===== src/rtl/environment_alarm_fsm_core_assert.svh =====
// assertion macros shared by the environment alarm fsm rtl
// no dependencies; included inside module bodies
`ifndef ENVIRONMENT_ALARM_FSM_CORE_ASSERT_SVH
`define ENVIRONMENT_ALARM_FSM_CORE_ASSERT_SVH

// same-cycle implication under synchronous reset
`define EAFC_ASSERT_NOW(label, clk, rst, ante, cons) \
   label: assert property (@(posedge clk) disable iff (rst) (ante) |-> (cons)) \
      else $error("assertion failed");

// next-cycle implication under synchronous reset
`define EAFC_ASSERT_NEXT(label, clk, rst, ante, cons) \
   label: assert property (@(posedge clk) disable iff (rst) (ante) |=> (cons)) \
      else $error("assertion failed");

`endif


===== src/rtl/eafc_pkg.sv =====
// types, constants and register map of the environment alarm fsm
// no dependencies
package eafc_pkg;

   localparam int TIME_W  = 32;
   localparam int LIGHT_W = 12;
   localparam int TEMP_W  = 15;
   localparam int HUM_W   = 14;
   localparam int HEAT_W  = 16;
   localparam int HOLD_W  = 20;
   localparam int MODE_W  = 3;
   localparam int CSR_IDX_W  = 3;
   localparam int CSR_DATA_W = 20;

   localparam logic [LIGHT_W-1:0]   DARK_LIGHT_LEVEL    = 12'd500;
   localparam logic signed [15:0]   DARK_TEMP_OFFSET    = 16'sd200;
   localparam logic [TIME_W-1:0]    FAIL_RECOVERY_TIME  = 32'd10000;
   localparam logic [TIME_W-1:0]    SENSOR_TIMEOUT_TIME = 32'd5000;

   localparam logic KIND_UPDATE  = 1'b0;
   localparam logic KIND_INVALID = 1'b1;

   typedef enum logic [MODE_W-1:0] {
      MODE_IDLE    = 3'd0,
      MODE_MONITOR = 3'd1,
      MODE_WARNING = 3'd2,
      MODE_ALERT   = 3'd3,
      MODE_FAIL    = 3'd4
   } mode_type;

   typedef enum logic [CSR_IDX_W-1:0] {
      CSR_TEMP_WARN  = 3'd0,
      CSR_TEMP_ALERT = 3'd1,
      CSR_TEMP_SAFE  = 3'd2,
      CSR_HUM_WARN   = 3'd3,
      CSR_HUM_ALERT  = 3'd4,
      CSR_HUM_SAFE   = 3'd5,
      CSR_HEAT_WARN  = 3'd6,
      CSR_HOLD_TIME  = 3'd7
   } csr_index_type;

   localparam logic [TEMP_W-1:0] TEMP_WARN_RESET  = 15'd3000;
   localparam logic [TEMP_W-1:0] TEMP_ALERT_RESET = 15'd3500;
   localparam logic [TEMP_W-1:0] TEMP_SAFE_RESET  = 15'd2800;
   localparam logic [HUM_W-1:0]  HUM_WARN_RESET   = 14'd7000;
   localparam logic [HUM_W-1:0]  HUM_ALERT_RESET  = 14'd8000;
   localparam logic [HUM_W-1:0]  HUM_SAFE_RESET   = 14'd6000;
   localparam logic [HEAT_W-1:0] HEAT_WARN_RESET  = 16'd3200;
   localparam logic [HOLD_W-1:0] HOLD_TIME_RESET  = 20'd5000;

   typedef struct packed {
      logic [TEMP_W-1:0] temp_warn_level;
      logic [TEMP_W-1:0] temp_alert_level;
      logic [TEMP_W-1:0] temp_safe_level;
      logic [HUM_W-1:0]  hum_warn_level;
      logic [HUM_W-1:0]  hum_alert_level;
      logic [HUM_W-1:0]  hum_safe_level;
      logic [HEAT_W-1:0] heat_warn_level;
      logic [HOLD_W-1:0] hold_time_ms;
   } cfg_type;

   typedef struct packed {
      logic               kind;
      logic [TIME_W-1:0]  now_ms;
      logic [LIGHT_W-1:0] light;
      logic [TEMP_W-1:0]  avg_temp;
      logic [HUM_W-1:0]   avg_hum;
      logic [HEAT_W-1:0]  heat_index;
      logic               averages_valid;
      logic [TIME_W-1:0]  last_valid_ms;
   } req_type;

endpackage


===== src/rtl/eafc_csr.sv =====
// threshold and hold time registers with write port
// depends on eafc_pkg
module eafc_csr (
   input  logic                             clock,
   input  logic                             reset,
   input  logic                             csr_wr_en,
   input  logic [eafc_pkg::CSR_IDX_W-1:0]   csr_index,
   input  logic [eafc_pkg::CSR_DATA_W-1:0]  csr_wdata,
   output eafc_pkg::cfg_type                cfg
);
   import eafc_pkg::*;

   cfg_type cfg_ff;
   cfg_type cfg_in;

   always_comb begin
      cfg_in = cfg_ff;
      if (csr_wr_en) begin
         case (csr_index_type'(csr_index))
            CSR_TEMP_WARN:  cfg_in.temp_warn_level  = csr_wdata[TEMP_W-1:0];
            CSR_TEMP_ALERT: cfg_in.temp_alert_level = csr_wdata[TEMP_W-1:0];
            CSR_TEMP_SAFE:  cfg_in.temp_safe_level  = csr_wdata[TEMP_W-1:0];
            CSR_HUM_WARN:   cfg_in.hum_warn_level   = csr_wdata[HUM_W-1:0];
            CSR_HUM_ALERT:  cfg_in.hum_alert_level  = csr_wdata[HUM_W-1:0];
            CSR_HUM_SAFE:   cfg_in.hum_safe_level   = csr_wdata[HUM_W-1:0];
            CSR_HEAT_WARN:  cfg_in.heat_warn_level  = csr_wdata[HEAT_W-1:0];
            CSR_HOLD_TIME:  cfg_in.hold_time_ms     = csr_wdata[HOLD_W-1:0];
            default:        cfg_in = cfg_ff;
         endcase
      end
   end

   always_ff @(posedge clock) begin
      if (reset) begin
         cfg_ff.temp_warn_level  <= TEMP_WARN_RESET;
         cfg_ff.temp_alert_level <= TEMP_ALERT_RESET;
         cfg_ff.temp_safe_level  <= TEMP_SAFE_RESET;
         cfg_ff.hum_warn_level   <= HUM_WARN_RESET;
         cfg_ff.hum_alert_level  <= HUM_ALERT_RESET;
         cfg_ff.hum_safe_level   <= HUM_SAFE_RESET;
         cfg_ff.heat_warn_level  <= HEAT_WARN_RESET;
         cfg_ff.hold_time_ms     <= HOLD_TIME_RESET;
      end else begin
         cfg_ff <= cfg_in;
      end
   end

   assign cfg = cfg_ff;

endmodule


===== src/rtl/eafc_fsm.sv =====
// alarm mode state machine with safe-hold and fail-recovery timers
// depends on eafc_pkg and environment_alarm_fsm_core_assert.svh
module eafc_fsm (
   input  logic                clock,
   input  logic                reset,
   input  logic                step,
   input  eafc_pkg::req_type   req,
   input  eafc_pkg::cfg_type   cfg,
   output eafc_pkg::mode_type  mode_in,
   output logic                changed_in
);
   import eafc_pkg::*;
   `include "environment_alarm_fsm_core_assert.svh"

   mode_type            mode_ff;
   logic [TIME_W-1:0]   safe_since_ff;
   logic                safe_armed_ff;
   logic [TIME_W-1:0]   fail_since_ff;
   logic                fail_armed_ff;

   logic [TIME_W-1:0]   safe_since_in;
   logic                safe_armed_in;
   logic [TIME_W-1:0]   fail_since_in;
   logic                fail_armed_in;

   logic                go;
   mode_type            go_mode;

   logic [TIME_W-1:0]   sensor_age;
   logic [TIME_W-1:0]   fail_age;
   logic [TIME_W-1:0]   safe_age;
   logic signed [15:0]  temp_ext;
   logic signed [15:0]  warn_t;
   logic                alert_c;
   logic                warn_c;
   logic                safe_c;

   always_comb begin
      temp_ext = $signed({req.avg_temp[TEMP_W-1], req.avg_temp});
      warn_t   = $signed({cfg.temp_warn_level[TEMP_W-1], cfg.temp_warn_level});
      // darkness lowers the warning temperature
      if (req.light < DARK_LIGHT_LEVEL) begin
         warn_t = warn_t - DARK_TEMP_OFFSET;
      end
      alert_c = (temp_ext > $signed({cfg.temp_alert_level[TEMP_W-1], cfg.temp_alert_level}))
                && (req.avg_hum > cfg.hum_alert_level);
      warn_c  = (temp_ext > warn_t)
                || (req.avg_hum > cfg.hum_warn_level)
                || ($signed(req.heat_index) > $signed(cfg.heat_warn_level));
      safe_c  = (temp_ext < $signed({cfg.temp_safe_level[TEMP_W-1], cfg.temp_safe_level}))
                && (req.avg_hum < cfg.hum_safe_level);
   end

   always_comb begin
      sensor_age    = req.now_ms - req.last_valid_ms;
      safe_since_in = safe_since_ff;
      safe_armed_in = safe_armed_ff;
      fail_since_in = fail_since_ff;
      fail_armed_in = fail_armed_ff;
      go            = 1'b0;
      go_mode       = mode_ff;
      mode_in       = mode_ff;
      changed_in    = 1'b0;

      if (req.kind == KIND_INVALID) begin
         if (sensor_age > SENSOR_TIMEOUT_TIME) begin
            go      = 1'b1;
            go_mode = MODE_FAIL;
         end
      end else if (mode_ff == MODE_IDLE) begin
         go      = 1'b1;
         go_mode = MODE_MONITOR;
      end else if (mode_ff == MODE_FAIL) begin
         if (!fail_armed_ff) begin
            fail_since_in = req.now_ms;
            fail_armed_in = 1'b1;
         end
      end else begin
         fail_armed_in = 1'b0;
         if (req.averages_valid) begin
            if (alert_c) begin
               go      = 1'b1;
               go_mode = MODE_ALERT;
            end else if (warn_c) begin
               go      = 1'b1;
               go_mode = MODE_WARNING;
            end else if (safe_c) begin
               if (!safe_armed_ff) begin
                  safe_since_in = req.now_ms;
                  safe_armed_in = 1'b1;
               end
            end else begin
               safe_armed_in = 1'b0;
            end
         end
      end

      // timer checks use the since value as armed in this same step
      fail_age = req.now_ms - fail_since_in;
      safe_age = req.now_ms - safe_since_in;
      if (req.kind == KIND_UPDATE && mode_ff == MODE_FAIL
          && fail_age > FAIL_RECOVERY_TIME) begin
         fail_armed_in = 1'b0;
         go            = 1'b1;
         go_mode       = MODE_MONITOR;
      end
      if (req.kind == KIND_UPDATE && mode_ff != MODE_IDLE && mode_ff != MODE_FAIL
          && req.averages_valid && !alert_c && !warn_c && safe_c
          && safe_age >= {{(TIME_W-HOLD_W){1'b0}}, cfg.hold_time_ms}) begin
         go      = 1'b1;
         go_mode = MODE_MONITOR;
      end

      // any real mode change disarms the safe timer
      if (go && go_mode != mode_ff) begin
         mode_in       = go_mode;
         changed_in    = 1'b1;
         safe_armed_in = 1'b0;
      end
   end

   always_ff @(posedge clock) begin
      if (reset) begin
         mode_ff       <= MODE_IDLE;
         safe_since_ff <= '0;
         safe_armed_ff <= 1'b0;
         fail_since_ff <= '0;
         fail_armed_ff <= 1'b0;
      end else if (step) begin
         mode_ff       <= mode_in;
         safe_since_ff <= safe_since_in;
         safe_armed_ff <= safe_armed_in;
         fail_since_ff <= fail_since_in;
         fail_armed_ff <= fail_armed_in;
      end
   end

   `EAFC_ASSERT_NEXT(a_changed_means_new_mode, clock, reset, step,
      $past(changed_in) == (mode_ff != $past(mode_ff)))
   `EAFC_ASSERT_NEXT(a_change_disarms_safe, clock, reset, step && changed_in,
      !safe_armed_ff)
   `EAFC_ASSERT_NEXT(a_fail_update_arms_or_leaves, clock, reset,
      step && req.kind == KIND_UPDATE && mode_ff == MODE_FAIL,
      fail_armed_ff || mode_ff == MODE_MONITOR)

endmodule


===== src/rtl/environment_alarm_fsm_core.sv =====
// environment alarm fsm: request register, mode step, result register.
// flow: a request goes from the request register to the result register as it frees.
// throughput: one request per cycle while not stalled; the mode step uses registered state.
// stalls: the request register holds while the result register waits on rsp_ready.
// reset: pipeline empty, mode idle, timers unarmed, thresholds at their defaults.
// depends on eafc_pkg, eafc_csr, eafc_fsm and environment_alarm_fsm_core_assert.svh
module environment_alarm_fsm_core (
   input  logic                               clock,
   input  logic                               reset,
   input  logic                               req_valid,
   output logic                               req_ready,
   input  logic                               req_kind,
   input  logic [eafc_pkg::TIME_W-1:0]        req_now_ms,
   input  logic [eafc_pkg::LIGHT_W-1:0]       req_light,
   input  logic signed [eafc_pkg::TEMP_W-1:0] req_avg_temp,
   input  logic [eafc_pkg::HUM_W-1:0]         req_avg_hum,
   input  logic signed [eafc_pkg::HEAT_W-1:0] req_heat_index,
   input  logic                               req_averages_valid,
   input  logic [eafc_pkg::TIME_W-1:0]        req_last_valid_ms,
   output logic                               rsp_valid,
   input  logic                               rsp_ready,
   output logic [eafc_pkg::MODE_W-1:0]        rsp_mode,
   output logic                               rsp_busy_res,
   output logic                               rsp_changed,
   input  logic                               csr_wr_en,
   input  logic [eafc_pkg::CSR_IDX_W-1:0]     csr_index,
   input  logic [eafc_pkg::CSR_DATA_W-1:0]    csr_wdata
);
   import eafc_pkg::*;
   `include "environment_alarm_fsm_core_assert.svh"

   cfg_type   cfg;
   req_type   req_in;
   req_type   s1_req_ff;
   logic      s1_valid_ff;
   logic      s1_valid_in;
   logic      out_take;
   logic      s1_go;

   mode_type  mode_in;
   logic      changed_in;

   logic [MODE_W-1:0] rsp_mode_ff;
   logic              rsp_busy_ff;
   logic              rsp_changed_ff;
   logic              rsp_valid_ff;
   logic              rsp_valid_in;

   eafc_csr u_csr (
      .clock     (clock),
      .reset     (reset),
      .csr_wr_en (csr_wr_en),
      .csr_index (csr_index),
      .csr_wdata (csr_wdata),
      .cfg       (cfg)
   );

   eafc_fsm u_fsm (
      .clock      (clock),
      .reset      (reset),
      .step       (s1_go),
      .req        (s1_req_ff),
      .cfg        (cfg),
      .mode_in    (mode_in),
      .changed_in (changed_in)
   );

   always_comb begin
      req_in.kind           = req_kind;
      req_in.now_ms         = req_now_ms;
      req_in.light          = req_light;
      req_in.avg_temp       = req_avg_temp;
      req_in.avg_hum        = req_avg_hum;
      req_in.heat_index     = req_heat_index;
      req_in.averages_valid = req_averages_valid;
      req_in.last_valid_ms  = req_last_valid_ms;
   end

   // result register frees when empty or being taken
   assign out_take     = !rsp_valid_ff || rsp_ready;
   assign s1_go        = s1_valid_ff && out_take;
   assign req_ready    = !s1_valid_ff || s1_go;
   assign s1_valid_in  = req_ready ? req_valid : s1_valid_ff;
   assign rsp_valid_in = out_take ? s1_valid_ff : rsp_valid_ff;

   always_ff @(posedge clock) begin
      if (reset) begin
         s1_valid_ff  <= 1'b0;
         rsp_valid_ff <= 1'b0;
      end else begin
         s1_valid_ff  <= s1_valid_in;
         rsp_valid_ff <= rsp_valid_in;
      end
   end

   always_ff @(posedge clock) begin
      if (req_valid && req_ready) begin
         s1_req_ff <= req_in;
      end
      if (s1_go) begin
         rsp_mode_ff    <= mode_in;
         rsp_busy_ff    <= (mode_in == MODE_WARNING) || (mode_in == MODE_ALERT);
         rsp_changed_ff <= changed_in;
      end
   end

   assign rsp_valid    = rsp_valid_ff;
   assign rsp_mode     = rsp_mode_ff;
   assign rsp_busy_res = rsp_busy_ff;
   assign rsp_changed  = rsp_changed_ff;

   `EAFC_ASSERT_NEXT(a_stage_holds_on_stall, clock, reset, s1_valid_ff && !out_take,
      s1_valid_ff)
   `EAFC_ASSERT_NEXT(a_no_phantom_result, clock, reset, !s1_valid_ff && !rsp_valid_ff,
      !rsp_valid_ff)
   `EAFC_ASSERT_NOW(a_busy_matches_mode, clock, reset, rsp_valid_ff,
      rsp_busy_ff == (rsp_mode_ff == MODE_WARNING || rsp_mode_ff == MODE_ALERT))

endmodule


===== config.mk =====
export PLATFORM = sky130hd
export DESIGN_NAME = environment_alarm_fsm_core
export DESIGN_NICKNAME = d
export VERILOG_FILES = /design/src/rtl/eafc_pkg.sv /design/src/rtl/eafc_csr.sv /design/src/rtl/eafc_fsm.sv /design/src/rtl/environment_alarm_fsm_core.sv
export VERILOG_INCLUDE_DIRS = /design/src /design/src/rtl
export SDC_FILE = /design/constraint.sdc
export NUM_CORES = 1
export LEC_CHECK = 0
export BUFFER_PORTS_ARGS = -buffer_cell sky130_fd_sc_hd__buf_2
export CAP_MARGIN = 30
export CORE_ASPECT_RATIO = 1.75
export CORE_MARGIN = 4
export CORE_UTILIZATION = 62
export DETAILED_ROUTE_END_ITERATION = 12
export HOLD_SLACK_MARGIN = 0.03
export PLACE_DENSITY = 0.85
export SLEW_MARGIN = 10
export SYNTH_ARGS = -nofsm -noshare
export SYNTH_HDL_FRONTEND = slang
export SYNTH_SLANG_ARGS = --single-unit

===== constraint.sdc =====
create_clock -name clock -period 12.7 [get_ports clock]
set_clock_uncertainty 0.2 [all_clocks]
set_input_delay 0 -clock clock [delete_from_list [all_inputs] [get_ports clock]]
set_output_delay 0 -clock clock [all_outputs]
set_load 0.05 [all_outputs]

==> summary.md <==
| Metric | Value |
|---|---|
| Outcome | `completed` |
| Slew Limit Fails | `0` |
| Syn_nets | `2758` |
| Kind of critical path | `reg2reg` |
| Register area share after synthesis | `37.1%` |
| FF-to-FF End | `rsp_busy_res` |
| Placed cells | `2845` |
| Std cell rows | `88` |
| Via density | `6.43` |
| Post-route non-filler standard cell count | `3200` |
| Vias | `20584` |
| Commonest cells after routing, fill and taps aside | `nand2_1, dlygate4sd3_1, a21oi_1` |
| CP peak stage delay | `600 ps` |
| Layout cells sized above 1 | `9.02%` |
| Cell depth of the worst flop-to-flop path | `43` |
| Crit path from | `s1_req_ff[81]` |
| Die Y | `249 µm` |
| Final Hold Viols | `0` |
| Post-cts repair resize count | `0` |
| H-tree levels | `1` |
| Setup_tns | `0 ps` |
| Hold Path Depth | `5` |
| Crit path required time | `12830 ps` |
| GP Congestion | `0.974` |
| Max Clock Freq | `0.0917 GHz` |
| P per Cell Area | `113 nW/µm²` |
| Die X-Extent | `146 µm` |
| First-pass GRT wire length | `107000 µm` |
| Yosys reg bits | `320` |
| Slew HR | `26.5%` |
| Core ar. | `32900 µm²` |
| CTS tree | `done` |
| Post-CTS Setup Inserts | `0` |
| Clock root cell | `clkbuf_16` |
| Sink Count | `320` |
| P_leak | `10.3 nW` |
| Final core occ | `78.1%` |
| Mapped cell area | `20700 µm²` |
| Synth warn | `0` |
| Total gr overflow | `0` |
| Total GRT Usage | `36.4%` |
| DRT Pass-1 Iters | `7` |
| Area delta synth->final | `24.4%` |
| Largest net degree at the start of global routing | `102` |
| Net count, final | `3141` |
| Cell variety after synth | `82` |
| Final period demand of the worst path | `10900 ps` |
| Final hold slack | `71.1 ps` |
| Most used DFF post-synth | `dfxtp_1` |
| Worst min path class | `in2reg` |
| Most common cell after layout, fill and taps aside | `nand2_1` |
| Max VDD drop | `121 µV` |
| Worst Setup Start Kind | `flip-flop` |
| Cells after synthesis | `2387` |
| Syn avg cell area | `8.65 µm²` |
| Number of routed nets with antenna violations | `0` |
| Ys async rst share | `0%` |
| CP endpoint kind | `flip-flop` |
| Share of the synthesized area in the top cell type | `18.8%` |
| Total CTS buffers | `30` |
| Max-Cap Viols | `0` |
| Worst slew pin tran | `1090 ps` |
| IO buf count | `155` |
| Number of synthesized flops with an enable pin | `126` |
| Area contributors post-synth | `dfxtp_1, edfxtp_1, ha_1` |
| Die area | `36400 µm²` |
| DP HPWL | `44200 µm` |
| Initial Util | `62.7%` |
| R2R Path Start | `s1_req_ff[81]` |
| Io pins | `158` |
| RSZ-0062 raised after global routing | `no` |
| Area leader, netlist | `dfxtp_1` |
| Crit-path max FO | `31` |
| Vias in the first global route | `21088` |
| R2r setup slk | `1800 ps` |
| Final period util | `85.9%` |
| Worst-path clk slew | `70 ps` |
| DR WL/cell | `21.9 µm` |
| Clk Latency, worst-skew pair | `590 ps` |
| Crit path DAT | `11030 ps` |
| Design Power | `2.91 mW` |
| DRT iter0 DRCs | `1636` |
| DRC errors left | `0` |
| CTS Buffer Depth | `3` |
| # setup viols final | `0` |
| Post-CTS Hold Buffers | `294` |
| Initial antenna violation count | `1` |
| Slowest-stage cell, CP | `nor3_1` |
| WL final | `69900 µm` |
| CP Capture Point | `rsp_busy_res` |
-- logic make-up after synthesis --
group	share of synthesized area (%)
mux	3.51
compound gates	20.5
xor+xnor	2.67
flops	37.1
fa+ha+maj	13.4
buf+inv	5.31
simple gates	17.5
-- cell type report --
| cell class | instances | area (µm²) |
|---|---|---|
| Sequential cell | 320 | 7670 |
| Timing Repair Buffer | 467 | 3880 |
| Clock buffer | 43 | 903 |
| Inverter | 168 | 632 |
| Antenna cell | 1 | 2.50 |
| Fill cell | 2048 | 7220 |
| Multi-Input combinational cell | 1783 | 11900 |
| Clock inverter | 13 | 196 |
| Tap cell | 405 | 507 |
-- sequential cells by signal, summed over array words and instances, names as in the netlist --
register	cells
rsp_busy_res	1
rsp_changed	1
rsp_mode	3
rsp_valid	1
s1_req_ff	121
s1_valid_ff	1
u_csr.cfg	123
u_fsm.fail_armed_ff	1
u_fsm.fail_since_ff	32
u_fsm.mode_ff	3
u_fsm.safe_armed_ff	1
u_fsm.safe_since_ff	32
-- cells in the mapped netlist, types with 8 or more instances --
master	instances
clkbuf_2	15
o221ai_1	9
nand4_1	41
a311oi_1	10
a21oi_1	233
nor4_1	18
dfxtp_1	194
nand3_1	34
xnor2_1	38
ha_1	217
a211o_1	38
mux2i_1	68
edfxtp_1	126
a211oi_1	80
inv_1	168
o31ai_1	11
and2_1	8
o21a_1	19
nor3_1	43
nand2b_1	24
a21boi_0	10
nor2_1	203
nand3b_1	23
o21ai_0	84
nand2_1	308
xor2_1	25
o211ai_1	29
and3_1	17
a2111oi_0	9
a31oi_1	17
clkbuf_1	91
a21o_1	37
nor2b_1	23
-- routing by layer --
| metal | vias to the layer above | wire (µm) | part of all wire (%) | track usage (%) |
|---|---|---|---|---|
| met5 | - | 0 | 0 | 0 |
| met4 | 0 | 7180 | 10 | 31.3 |
| met3 | 446 | 4620 | 6.6 | 6.14 |
| met2 | 1136 | 35800 | 51 | 67.3 |
| met1 | 9581 | 22300 | 32 | 34.1 |
| li1 | 9421 | - | - | - |
-- worst min-delay path by stage --
| stage | end | start |
|---|---|---|
| after floorplan | s1_req_ff[0] | req_last_valid_ms[0] |
| after global placement | s1_req_ff[77] | req_avg_temp[14] |
| after detailed placement | s1_req_ff[22] | req_last_valid_ms[22] |
| after CTS | rsp_valid | rsp_ready |
| after global routing | rsp_valid | rsp_ready |
| final | rsp_valid | rsp_ready |
-- where the power goes --
group / switching, mW / internal [mW] / leakage, nW
Combinational: 0.425 / 0.302 / 6.97
Clock: 0.424 / 0.597 / 0.533
Sequential: 0.0400 / 1.12 / 2.81
-- critical path: cells and delay by family (launching register included) --
| family | cells | cell delay (ps) |
|---|---|---|
| adders and majority gates | 4 | 1050 |
| muxes | 1 | 410 |
| DFF | 1 | 380 |
| AOI/OAI and AO/OA | 15 | 3190 |
| xor gates and xnor gates | 2 | 380 |
| and+or+nand+nor | 18 | 4210 |
| buffers and inverters | 3 | 780 |
-- through the flow --
stage	worst slack, ps	cell area, µm²
2_1_floorplan	3780	20700
3_3_place_gp	2810	21600
3_5_place_dp	2330	21600
4_1_cts	2230	25600
5_1_grt	1200	25700
6_report	1800	25700
Power figures use the tool's default switching activity.
